==> src/design/kmi_pkg.sv <==
// Shared constants, codes and controller/datapath handshake types for the keyframe interpolator.
`timescale 1ns / 1ps

package kmi_pkg;

   localparam int ELEM_W    = 32;
   localparam int TIME_W    = 24;
   localparam int NEXT_W    = 9;
   localparam int STEP_W    = 16;
   localparam int ELAPSED_W = 16;
   localparam int ADV_W     = STEP_W + ELAPSED_W;
   localparam int FRAC_W    = 25;
   localparam int DIFF_W    = ELEM_W + 1;
   localparam int PROD_W    = DIFF_W + FRAC_W;
   localparam int SUM_W     = PROD_W - 16 + 1;
   localparam int CSR_IDX_W  = 3;
   localparam int CSR_DATA_W = 16;

   localparam logic [TIME_W-1:0] TIME_MAX = 24'hFF_FFFF;
   localparam logic [NEXT_W-1:0] NEXT_MAX = 9'd511;

   // item modes
   localparam logic [2:0] MODE_LOAD  = 3'd0;
   localparam logic [2:0] MODE_TICK  = 3'd1;
   localparam logic [2:0] MODE_PLAY  = 3'd2;
   localparam logic [2:0] MODE_PAUSE = 3'd3;
   localparam logic [2:0] MODE_STOP  = 3'd4;

   // register indexes
   localparam logic [CSR_IDX_W-1:0] CSR_BONE_COUNT     = 3'd0;
   localparam logic [CSR_IDX_W-1:0] CSR_KEYFRAME_COUNT = 3'd1;
   localparam logic [CSR_IDX_W-1:0] CSR_MAX_FRAMES     = 3'd2;
   localparam logic [CSR_IDX_W-1:0] CSR_FRAME_STEP     = 3'd3;
   localparam logic [CSR_IDX_W-1:0] CSR_LOOP_ENABLE    = 3'd4;

   localparam logic [4:0]  BONE_COUNT_RST     = 5'd1;
   localparam logic [6:0]  KEYFRAME_COUNT_RST = 7'd0;
   localparam logic [7:0]  MAX_FRAMES_RST     = 8'd0;
   localparam logic [15:0] FRAME_STEP_RST     = 16'd2185;

   typedef struct packed {
      logic accept;   // item taken this cycle
      logic wrap;     // end-of-animation check
      logic check;    // latch fraction and keyframe pair, clear row counter
      logic emit;     // issue one row read
      logic advance;  // step frame time and keyframe index
   } dp_cmd_type;

   typedef struct packed {
      logic emit_ok;
      logic last_row;
      logic pipe_busy;
   } dp_status_type;

endpackage

==> src/design/kmi_ctrl.sv <==
// Sequencer for tick handling: end check, row emission, time advance.
`timescale 1ns / 1ps

module kmi_ctrl import kmi_pkg::*; (
   input  logic          clock,
   input  logic          reset,
   input  logic          start,
   input  logic [2:0]    req_mode,
   input  dp_status_type status,
   output dp_cmd_type    cmd,
   output logic          busy
);

   typedef enum logic [2:0] {
      ST_IDLE,
      ST_WRAP,
      ST_CHECK,
      ST_EMIT,
      ST_ADVANCE
   } state_type;

   state_type state_ff, state_in;

   always_comb begin
      state_in   = state_ff;
      cmd        = '0;
      busy       = (state_ff != ST_IDLE) || status.pipe_busy;
      cmd.accept = start && !busy;
      unique case (state_ff)
         ST_IDLE: begin
            if (cmd.accept && (req_mode == MODE_TICK)) state_in = ST_WRAP;
         end
         ST_WRAP: begin
            cmd.wrap = 1'b1;
            state_in = ST_CHECK;
         end
         ST_CHECK: begin
            cmd.check = 1'b1;
            state_in  = status.emit_ok ? ST_EMIT : ST_ADVANCE;
         end
         ST_EMIT: begin
            cmd.emit = 1'b1;
            if (status.last_row) state_in = ST_ADVANCE;
         end
         ST_ADVANCE: begin
            cmd.advance = 1'b1;
            state_in    = ST_IDLE;
         end
         default: state_in = ST_IDLE;
      endcase
   end

   always_ff @(posedge clock) begin
      if (reset) begin
         state_ff <= ST_IDLE;
      end else begin
         state_ff <= state_in;
      end
   end

endmodule

==> config.mk <==
export PLATFORM = sky130hd
export DESIGN_NAME = kmi_ctrl
export DESIGN_NICKNAME = d
export VERILOG_FILES = /design/src/design/kmi_pkg.sv /design/src/design/kmi_ctrl.sv
export SDC_FILE = /design/constraint.sdc
export NUM_CORES = 1
export LEC_CHECK = 0
export ABC_AREA = 1
export BUFFER_PORTS_ARGS = -buffer_cell sky130_fd_sc_hd__buf_2
export CAP_MARGIN = 25
export CORE_AREA = 10 10 47 49
export CTS_CLUSTER_DIAMETER = 60
export DETAILED_ROUTE_END_ITERATION = 8
export DIE_AREA = 0 0 57 59
export PLACE_DENSITY = 0.5
export SLEW_MARGIN = 20
export SYNTH_ARGS = -nofsm -noshare
export SYNTH_HDL_FRONTEND = slang
export SYNTH_SLANG_ARGS = --single-unit
==> constraint.sdc <==
create_clock -name clock -period 1 [get_ports clock]
set_input_delay 0.05 -clock clock [delete_from_list [all_inputs] [get_ports clock]]
set_output_delay 0.05 -clock clock [all_outputs]
set_load 0.01 [all_outputs]
Yosys cells after proc, flatten, opt, wreduce, memory -nomap -nowiden

Index checks and enable logic that the tools add are counted.

Register bits after elaboration: 3
Input bits: 9
Output and inout port bits: 6

Eq/ne operators: 7
Muxes and demuxes: 8
Reductions and logical operators: 7

Operator list:

| cell                                                            | count |
|---|---|
| 3-bit one-hot mux with 4 select lines                           | 1 |
| 3-bit 2-to-1 mux                                                | 3 |
| 3-bit by 1-bit == test with 1-bit output, second input constant | 2 |
| 3-bit by 2-bit == test with 1-bit output, second input constant | 2 |
| 1-bit 2-to-1 mux                                                | 4 |
| 2-bit != test, second input constant                            | 2 |
| 3-bit == test, second input constant                            | 1 |
| 3-bit zero test                                                 | 1 |
| 3-bit nonzero test                                              | 1 |
| 1-bit logical AND                                               | 2 |
| 2-bit AND reduction                                             | 1 |
| 1-bit zero test                                                 | 1 |
| 1-bit logical OR                                                | 1 |

Depth between registers and ports, before layout

Gate-level depths: netlist (run 1).

Word-level depth: 7
Depth in mapped cells: 8
Gate-level depth less buffers: 8

Worst setup path before layout (run 1)

Ideal clock, no wire load.

Kind: register to register
Start: reg state_ff[1]
End: reg state_ff[2]
Arrival time: 0.878 ns
Setup slack: 0.012 ns
Stages on the path, launching flop included: 8
Buffers on the path: 0
Clock period less this slack: 0.988 ns
Cell sequence: dfxtp_1 nand2_2 nor2_4 inv_2 nor2_4 inv_2 nand3_1 nor2_1

Word-level cells in the longest chain between the ends: 7
Elaborated cells on any way between the ends: 13
Those cells by class: eq/ne (5); mux (1); reduce/logical (7)

Ends and longest elaborated chain:

| element                              | RTL line       | source |
|---|---|---|
| from (decl)                          | kmi_ctrl.sv:22 | `state_type state_ff, state_in;` |
| from (signal assigned)               | kmi_ctrl.sv:57 | `state_ff <= state_in;` |
| 3-bit nonzero test                   | kmi_ctrl.sv:27 | `busy = (state_ff != ST_IDLE) \|\| status.pipe_busy;` |
| 1-bit logical OR                     | kmi_ctrl.sv:27 |  |
| 1-bit zero test                      | kmi_ctrl.sv:28 | `cmd.accept = start && !busy;` |
| 1-bit logical AND                    | kmi_ctrl.sv:28 |  |
| 1-bit logical AND                    | kmi_ctrl.sv:31 | `if (cmd.accept && (req_mode == MODE_TICK)) state_in = ST_WRAP;` |
| 2-bit != test (no source line)       | -              |  |
| 2-bit AND reduction (no source line) | -              |  |

Parallel ways exist; a longest one is shown, timed or not.
A chain may end at the register's enable or synchronous reset.

==> results of run 1 <==
-- worst min-delay path by stage --
| stage | slack [ns] | from | end |
|---|---|---|---|
| 3_5_place_dp | 0.24 | reset | state_ff[2] |
| 5_1_grt | 0.11 | status[1] | state_ff[1] |
| 2_1_floorplan | 0.12 | reset | state_ff[1] |
| 4_1_cts | 0.09 | status[1] | state_ff[1] |
| 6_report | 0.1 | status[1] | state_ff[1] |
| 3_3_place_gp | 0.24 | reset | state_ff[2] |
-- area by class of cell --
class,count,area [um2],area share
inverters,7,26.3,0.0648
flip-flops and latches,3,63.8,0.157
clock buffers,4,26.3,0.0648
multi-input cells,23,155,0.383
well taps,16,20.0,0.0494
repair buffers,19,114,0.281
-- cells by family (layout without fill, tap and decap cells) --
family / count (synthesis) / count (layout)
and+or+nand+nor: 19 / 19
DFF: 3 / 3
buffers and inverters: 7 / 30
AOI/OAI and AO/OA: 4 / 4
-- worst register-to-register path: cells and delay by family, from the launching register on --
family          cells  cell delay, ns
buf+inv             2            0.25
compound gates      2            0.17
simple gates        1            0.17
flops               1            0.34
-- power by group --
| part | total, mW | switching, mW | internal (mW) | leakage, nW |
|---|---|---|---|---|
| Clock | 0.213 | 0.0634 | 0.150 | 0.0150 |
| Combinational | 0.127 | 0.0627 | 0.0646 | 0.172 |
| Sequential | 0.139 | 0.0116 | 0.128 | 0.0257 |
-- Yosys cell counts --
cell      n
nor2_2    2
nand2_2   1
o21bai_2  1
nand3_1   2
dfxtp_1   3
nand4_2   1
nor3_2    1
nor3_1    1
nor2_1    4
inv_2     4
nor2_4    2
nand2_1   5
inv_1     3
a21oi_1   3
-- what timing repair did --
item	CTS	global route
setup buffers	1	0
gates resized for setup	5	2
hold endpoints to repair	2	0
pin swaps	2	1
endpoints found under the setup margin	8	9
hold buffers	1	0
-- stage by stage --
step | instance area [um2] | TNS, ns
after floorplan | 225 | 0
after global placement | 338 | -0.0102
after detailed placement | 338 | -0.0123
after CTS | 399 | -0.328
after global routing | 405 | -0.776
final | 405 | -0.184
-- routing by layer --
layer | routed length, um | up-vias | GRT usage | part of all wire
li1 | - | 149 | - | -
met1 | 274 | 101 | 0.0419 | 0.43
met2 | 233 | 15 | 0.0527 | 0.36
met3 | 135 | 0 | 0.0451 | 0.21
met4 | 0 | 0 | 0.0302 | 0
met5 | 0 | - | 0 | 0
==> reports/qor.csv, run 1 <==
stage;metric;value;unit
outcome;status;finished, violations left;
outcome;violations;negative setup slack;
final_layout;n_antenna_cell;0;
detailed_routing;wl;642;um
detailed_routing;dr.first_iter.drc_count;3;
setup_path;path_buf_inv;2;
timing;min_period;1.07;ns
placed_design;dpl.hpwl;543;um
cts;cts_max_level;1;
global_route;grt_max_degree;6;
setup_path;rr_endpoint;state_ff[1];
global_route;antenna_found_initial;0;
timing;period_share;1.07;
power;power;0.480;mW
detailed_routing;dr.pass1.iters;3;
global_route;overflow;0;
timing;fmax;932;MHz
setup_path;required;0.95;ns
synthesis;synth-simple-area-share;0.500;
setup_path;cp.depth;3;
cts;numCtsBuffers;3;
synthesis;synthXorXnorAreaFrac;0;
synthesis;synth-compound-area-share;0.117;
synthesis;ys_seq_area_frac;0.267;
detailed_routing;drc;0;
detailed_routing;viasPerCell;3.68;
floorplanning;chipHeight;59;um
final_layout;final_cell_mix;14 x buf_2, 5 x nand2_1, 4 x inv_2, 4 x nor2_4, 4 x nor2_1;
setup_path;crit_family;flip-flops;
final_layout;fin_cells;72;
setup_path;critical_path_arrival;1.02;ns
power;p_leak;0.212;nW
final_layout;drive_gt1_frac;0.643;
synthesis;yosysTopAreaCell;dfxtp_1;
final_layout;num-nets-final;66;
final_layout;final_core_util;0.289;
placed_design;pre_cts_ws;-0.0123;ns
power;peakVddDrop;0.506;mV
min_path;hold_depth;4;
synthesis;syn-cell-area;225;um2
setup_path;crit_start;state_ff[1];
synthesis;synthMuxAreaShare;0;
final_layout;largest_reg_flops;3;
placed_design;portBuffers;14;
timing;worst_pin_slew;0.172;ns
setup_path;crit_end;cmd[3];
setup_path;r2r_slack;-0.01;ns
final_layout;reg_top3;state_ff x3;
synthesis;synth_seq_cells;3;
timing;hold_viol;0;
flow_run;maxCapViolCount;0;
placed_design;place_congestion;0.678;
final_layout;final_common_cell;buf_2;
floorplanning;die_area;0.00336;mm2
synthesis;postSynthCellCount;33;
timing;setup_viol;6;
setup_path;critical_path.max_stage_delay;0.34;ns
cts;ctsLongestPathBuffers;2;
synthesis;ys_types;14;
setup_path;crit_path_end_kind;output pin;
setup_path;slowest_stage;dfxtp_2;
cts;cts.sinks;3;
setup_path;crit_type;register to output pin;
synthesis;synthTopCellsByArea;dfxtp_1 27%, nor2_4 10%, nand2_1 8.3%;
global_route;grt.total_usage;0.0429;
setup_path;r2r_start;state_ff[1];
synthesis;synth-adder-area-share;0;
final_layout;area_growth;80.0;%
floorplanning;rows;14;
floorplanning;die_w;57;um
final_layout;fillers;164;
timing;whs;0.0968;ns
synthesis;netlist.area_leader.share;0.267;
setup_path;critical_path.cell_chain;buf_6 > nor3_4 > buf_2;
floorplanning;start_util;0.161;
floorplanning;pin_count;15;
placed_design;dp.cells;66;
synthesis;synth_top_family_by_area;simple AND/OR/NAND/NOR gates;
power;power_density;1180;mW/mm2
synthesis;syn-num-nets;42;
cts;insertion_delay;0.23;ns
cts;cts_tree;yes;
global_route;grt_pass1_vias;285;
detailed_routing;vias;265;
setup_path;worstPathMaxFanout;4;
timing;slew_violations;0;
global_route;grt_pass1_wl;1100;um
setup_path;worst_r2r_path_depth;5;
detailed_routing;postRouteAntennaNets;0;
synthesis;yosys_warnings;0;
synthesis;avgSynthCellArea;6.82;um2
timing;fin_ws;-0.0725;ns
timing;slew_headroom;0.884;
detailed_routing;wl_per_cell;8.92;um
setup_path;worst_setup_path_start_kind;register;
timing;rsz0062_at_grt;true;
final_layout;regMostFlops;state_ff;
floorplanning;core_area;0.00140;mm2
cts;root_buffer;clkbuf_4;
cts;cts.clk_slew.worst_paths;0.04;ns
timing;fin_skew;0.00353;ns
min_path;hp-class;input pin to register;
Note: power is estimated with default switching activity, not from simulation.
==> run 2: changes to the inputs <==
--- a/config.mk
+++ b/config.mk
@@ -8,10 +8,10 @@
 export ABC_AREA = 1
 export BUFFER_PORTS_ARGS = -buffer_cell sky130_fd_sc_hd__buf_2
 export CAP_MARGIN = 25
-export CORE_AREA = 10 10 47 49
+export CORE_AREA = 4 4 41 43
 export CTS_CLUSTER_DIAMETER = 60
 export DETAILED_ROUTE_END_ITERATION = 8
-export DIE_AREA = 0 0 57 59
+export DIE_AREA = 0 0 45 47
 export PLACE_DENSITY = 0.5
 export SLEW_MARGIN = 20
 export SYNTH_ARGS = -nofsm -noshare
==> run 2 against run 1 <==
Setup slack improved by 0.0033 ns. The run still ends with negative setup slack left. Global-route usage rose by 2.9 points. Count of clock-buffer cells in the layout unchanged. Sequential share of layout area increased by 0.13 points. Die area decreased by 37%. Largest power group unchanged. Non-clock buffer count increased by 1. Core utilization grew 3.2 points. Clock skew decreased by 0.0029 ns. Largest cell class unchanged. Sequential cell count stayed put. Cell count is the same. Sequential power about the same. Via count grew 5.3%.
==> reports/qor.csv, run 2 (synthesis results as in run 1) <==
stage;metric;value;unit;change
timing;setup_viol;7;;was 6
placed_design;place_congestion;0.727;;was 0.678
detailed_routing;drc;0;;unchanged
setup_path;crit_family;flip-flops;;unchanged
floorplanning;rows;13;;was 14
final_layout;final_common_cell;buf_2;;unchanged
timing;period_share;1.07;;about the same
cts;insertion_delay;0.23;ns;about the same
detailed_routing;dr.first_iter.drc_count;8;;was 3
floorplanning;chipHeight;47;um;was 59 um
global_route;grt.total_usage;0.0719;;was 0.0429
final_layout;drive_gt1_frac;0.649;;was 0.643
detailed_routing;vias;279;;was 265
detailed_routing;viasPerCell;3.88;;was 3.68
timing;hold_viol;0;;unchanged
setup_path;critical_path.cell_chain;buf_6 > nor3_4 > buf_2;;unchanged
global_route;grt_pass1_wl;959;um;was 1100 um
final_layout;largest_reg_flops;3;;unchanged
floorplanning;start_util;0.173;;was 0.161
detailed_routing;postRouteAntennaNets;0;;unchanged
placed_design;dpl.hpwl;543;um;unchanged
setup_path;crit_path_end_kind;output pin;;unchanged
final_layout;regMostFlops;state_ff;;unchanged
timing;whs;0.103;ns;was 0.0968 ns
final_layout;final_cell_mix;14 x buf_2, 5 x nand2_1, 4 x inv_2, 4 x nor2_4, 4 x nor2_1;;unchanged
timing;slew_headroom;0.884;;about the same
min_path;hp-class;input pin to register;;unchanged
timing;fmax;935;MHz;was 932 MHz
global_route;overflow;0;;unchanged
power;p_leak;0.219;nW;was 0.212 nW
floorplanning;die_area;0.00212;mm2;was 0.00336 mm2
placed_design;placed_area;337;um2;was 338 um2
final_layout;n_antenna_cell;0;;unchanged
floorplanning;pin_count;15;;unchanged
timing;rsz0062_at_grt;true;;unchanged
detailed_routing;wl;677;um;was 642 um
setup_path;crit_type;register to output pin;;unchanged
timing;slew_violations;0;;unchanged
final_layout;final_core_util;0.321;;was 0.289
placed_design;dp.cells;65;;was 66
timing;fin_skew;0.000590;ns;was 0.00353 ns
cts;cts_tree;yes;;unchanged
timing;min_period;1.07;ns;about the same
flow_run;maxCapViolCount;0;;unchanged
cts;numCtsBuffers;3;;unchanged
global_route;antenna_found_initial;0;;unchanged
setup_path;path_buf_inv;2;;unchanged
timing;fin_ws;-0.0691;ns;was -0.0725 ns
detailed_routing;dr.pass1.iters;4;;was 3
cts;cts_max_level;1;;unchanged
setup_path;required;0.95;ns;about the same
final_layout;fin_cells;72;;unchanged
timing;setup_tns;-0.221;ns;was -0.184 ns
placed_design;portBuffers;14;;unchanged
cts;cts.clk_slew.worst_paths;0.03;ns;was 0.04 ns
global_route;grt_max_degree;5;;was 6
setup_path;critical_path.max_stage_delay;0.36;ns;was 0.34 ns
setup_path;worstPathMaxFanout;4;;unchanged
outcome;status;finished, violations left;;unchanged
cts;root_buffer;clkbuf_4;;unchanged
final_layout;num-nets-final;67;;was 66
setup_path;worst_setup_path_start_kind;register;;unchanged
floorplanning;core_area;0.00130;mm2;was 0.00140 mm2
power;power_density;1130;mW/mm2;was 1180 mW/mm2
setup_path;critical_path_arrival;1.02;ns;about the same
cts;ctsLongestPathBuffers;2;;unchanged
final_layout;area_growth;85.6;%;was 80.0%
detailed_routing;wl_per_cell;9.40;um;was 8.92 um
global_route;grt_pass1_vias;243;;was 285
final_layout;fillers;157;;was 164
timing;worst_pin_slew;0.172;ns;about the same
setup_path;slowest_stage;dfxtp_4;;was dfxtp_2
power;peakVddDrop;0.427;mV;was 0.506 mV
cts;cts.sinks;3;;unchanged
outcome;violations;negative setup slack;;unchanged
final_layout;final_area;418;um2;was 405 um2
final_layout;reg_top3;state_ff x3;;unchanged
floorplanning;die_w;45;um;was 57 um
[run 2: cell types whose count changed in the layout (fill, tap and decap cells not counted)]
cell / change
dfxtp_2: -1
dfxtp_4: +1
buf_6: +1
[run 2: per-stage QoR]
stage	total power, mW	setup WS (ns)
4_1_cts	0.477	-0.0823
3_5_place_dp	0.249	-0.0106
6_report	0.472	-0.0691
5_1_grt	0.506	-0.115
3_3_place_gp	0.248	0.0108
2_1_floorplan	0.196	0.0120
[run 2: layout make-up]
| class | instances | area (um2) | area share |
|---|---|---|---|
| multi-input cells | 23 | 155 | 0.371 |
| repair buffers | 20 | 125 | 0.299 |
| flip-flops and latches | 3 | 66.3 | 0.159 |
| clock buffers | 4 | 26.3 | 0.0629 |
| inverters | 7 | 26.3 | 0.0629 |
| well taps | 15 | 18.8 | 0.0449 |
[run 2: worst paths after layout]
check                      to         from  cells after the start  slack (ns)
setup reg to reg  state_ff[1]  state_ff[1]                      5       -0.02
hold / removal    state_ff[1]    status[1]                      4        0.10
hold reg to reg   state_ff[0]  state_ff[2]                      5        0.69
setup / recovery       cmd[3]  state_ff[1]                      3       -0.07
[run 2: worst min-delay path: stages]
cell and delay [ns]:
buf_2 0.10, nor2_4 0.04, inv_2 0.04, a21oi_1 0.06
[run 2: what timing repair did]
action                     CTS  global route
setup buffers                2             0
hold endpoints to repair     2             0
pin swaps                    2             1
setup endpoints to repair    7             9
resized for setup            6             3
hold buffers                 1             0
[run 2: where the power goes]
part | switching, mW | internal, mW | leakage (nW)
Combinational | 0.0631 | 0.0649 | 0.178
Clock | 0.0562 | 0.149 | 0.0150
Sequential | 0.0119 | 0.126 | 0.0260
Total | 0.131 | 0.340 | 0.219
[run 2: per-layer routing]
metal / track usage / routed length [um]
met4: 0.0702 / 0
met5: 0 / 0
met2: 0.105 / 305
met1: 0.0727 / 261
met3: 0.0383 / 111
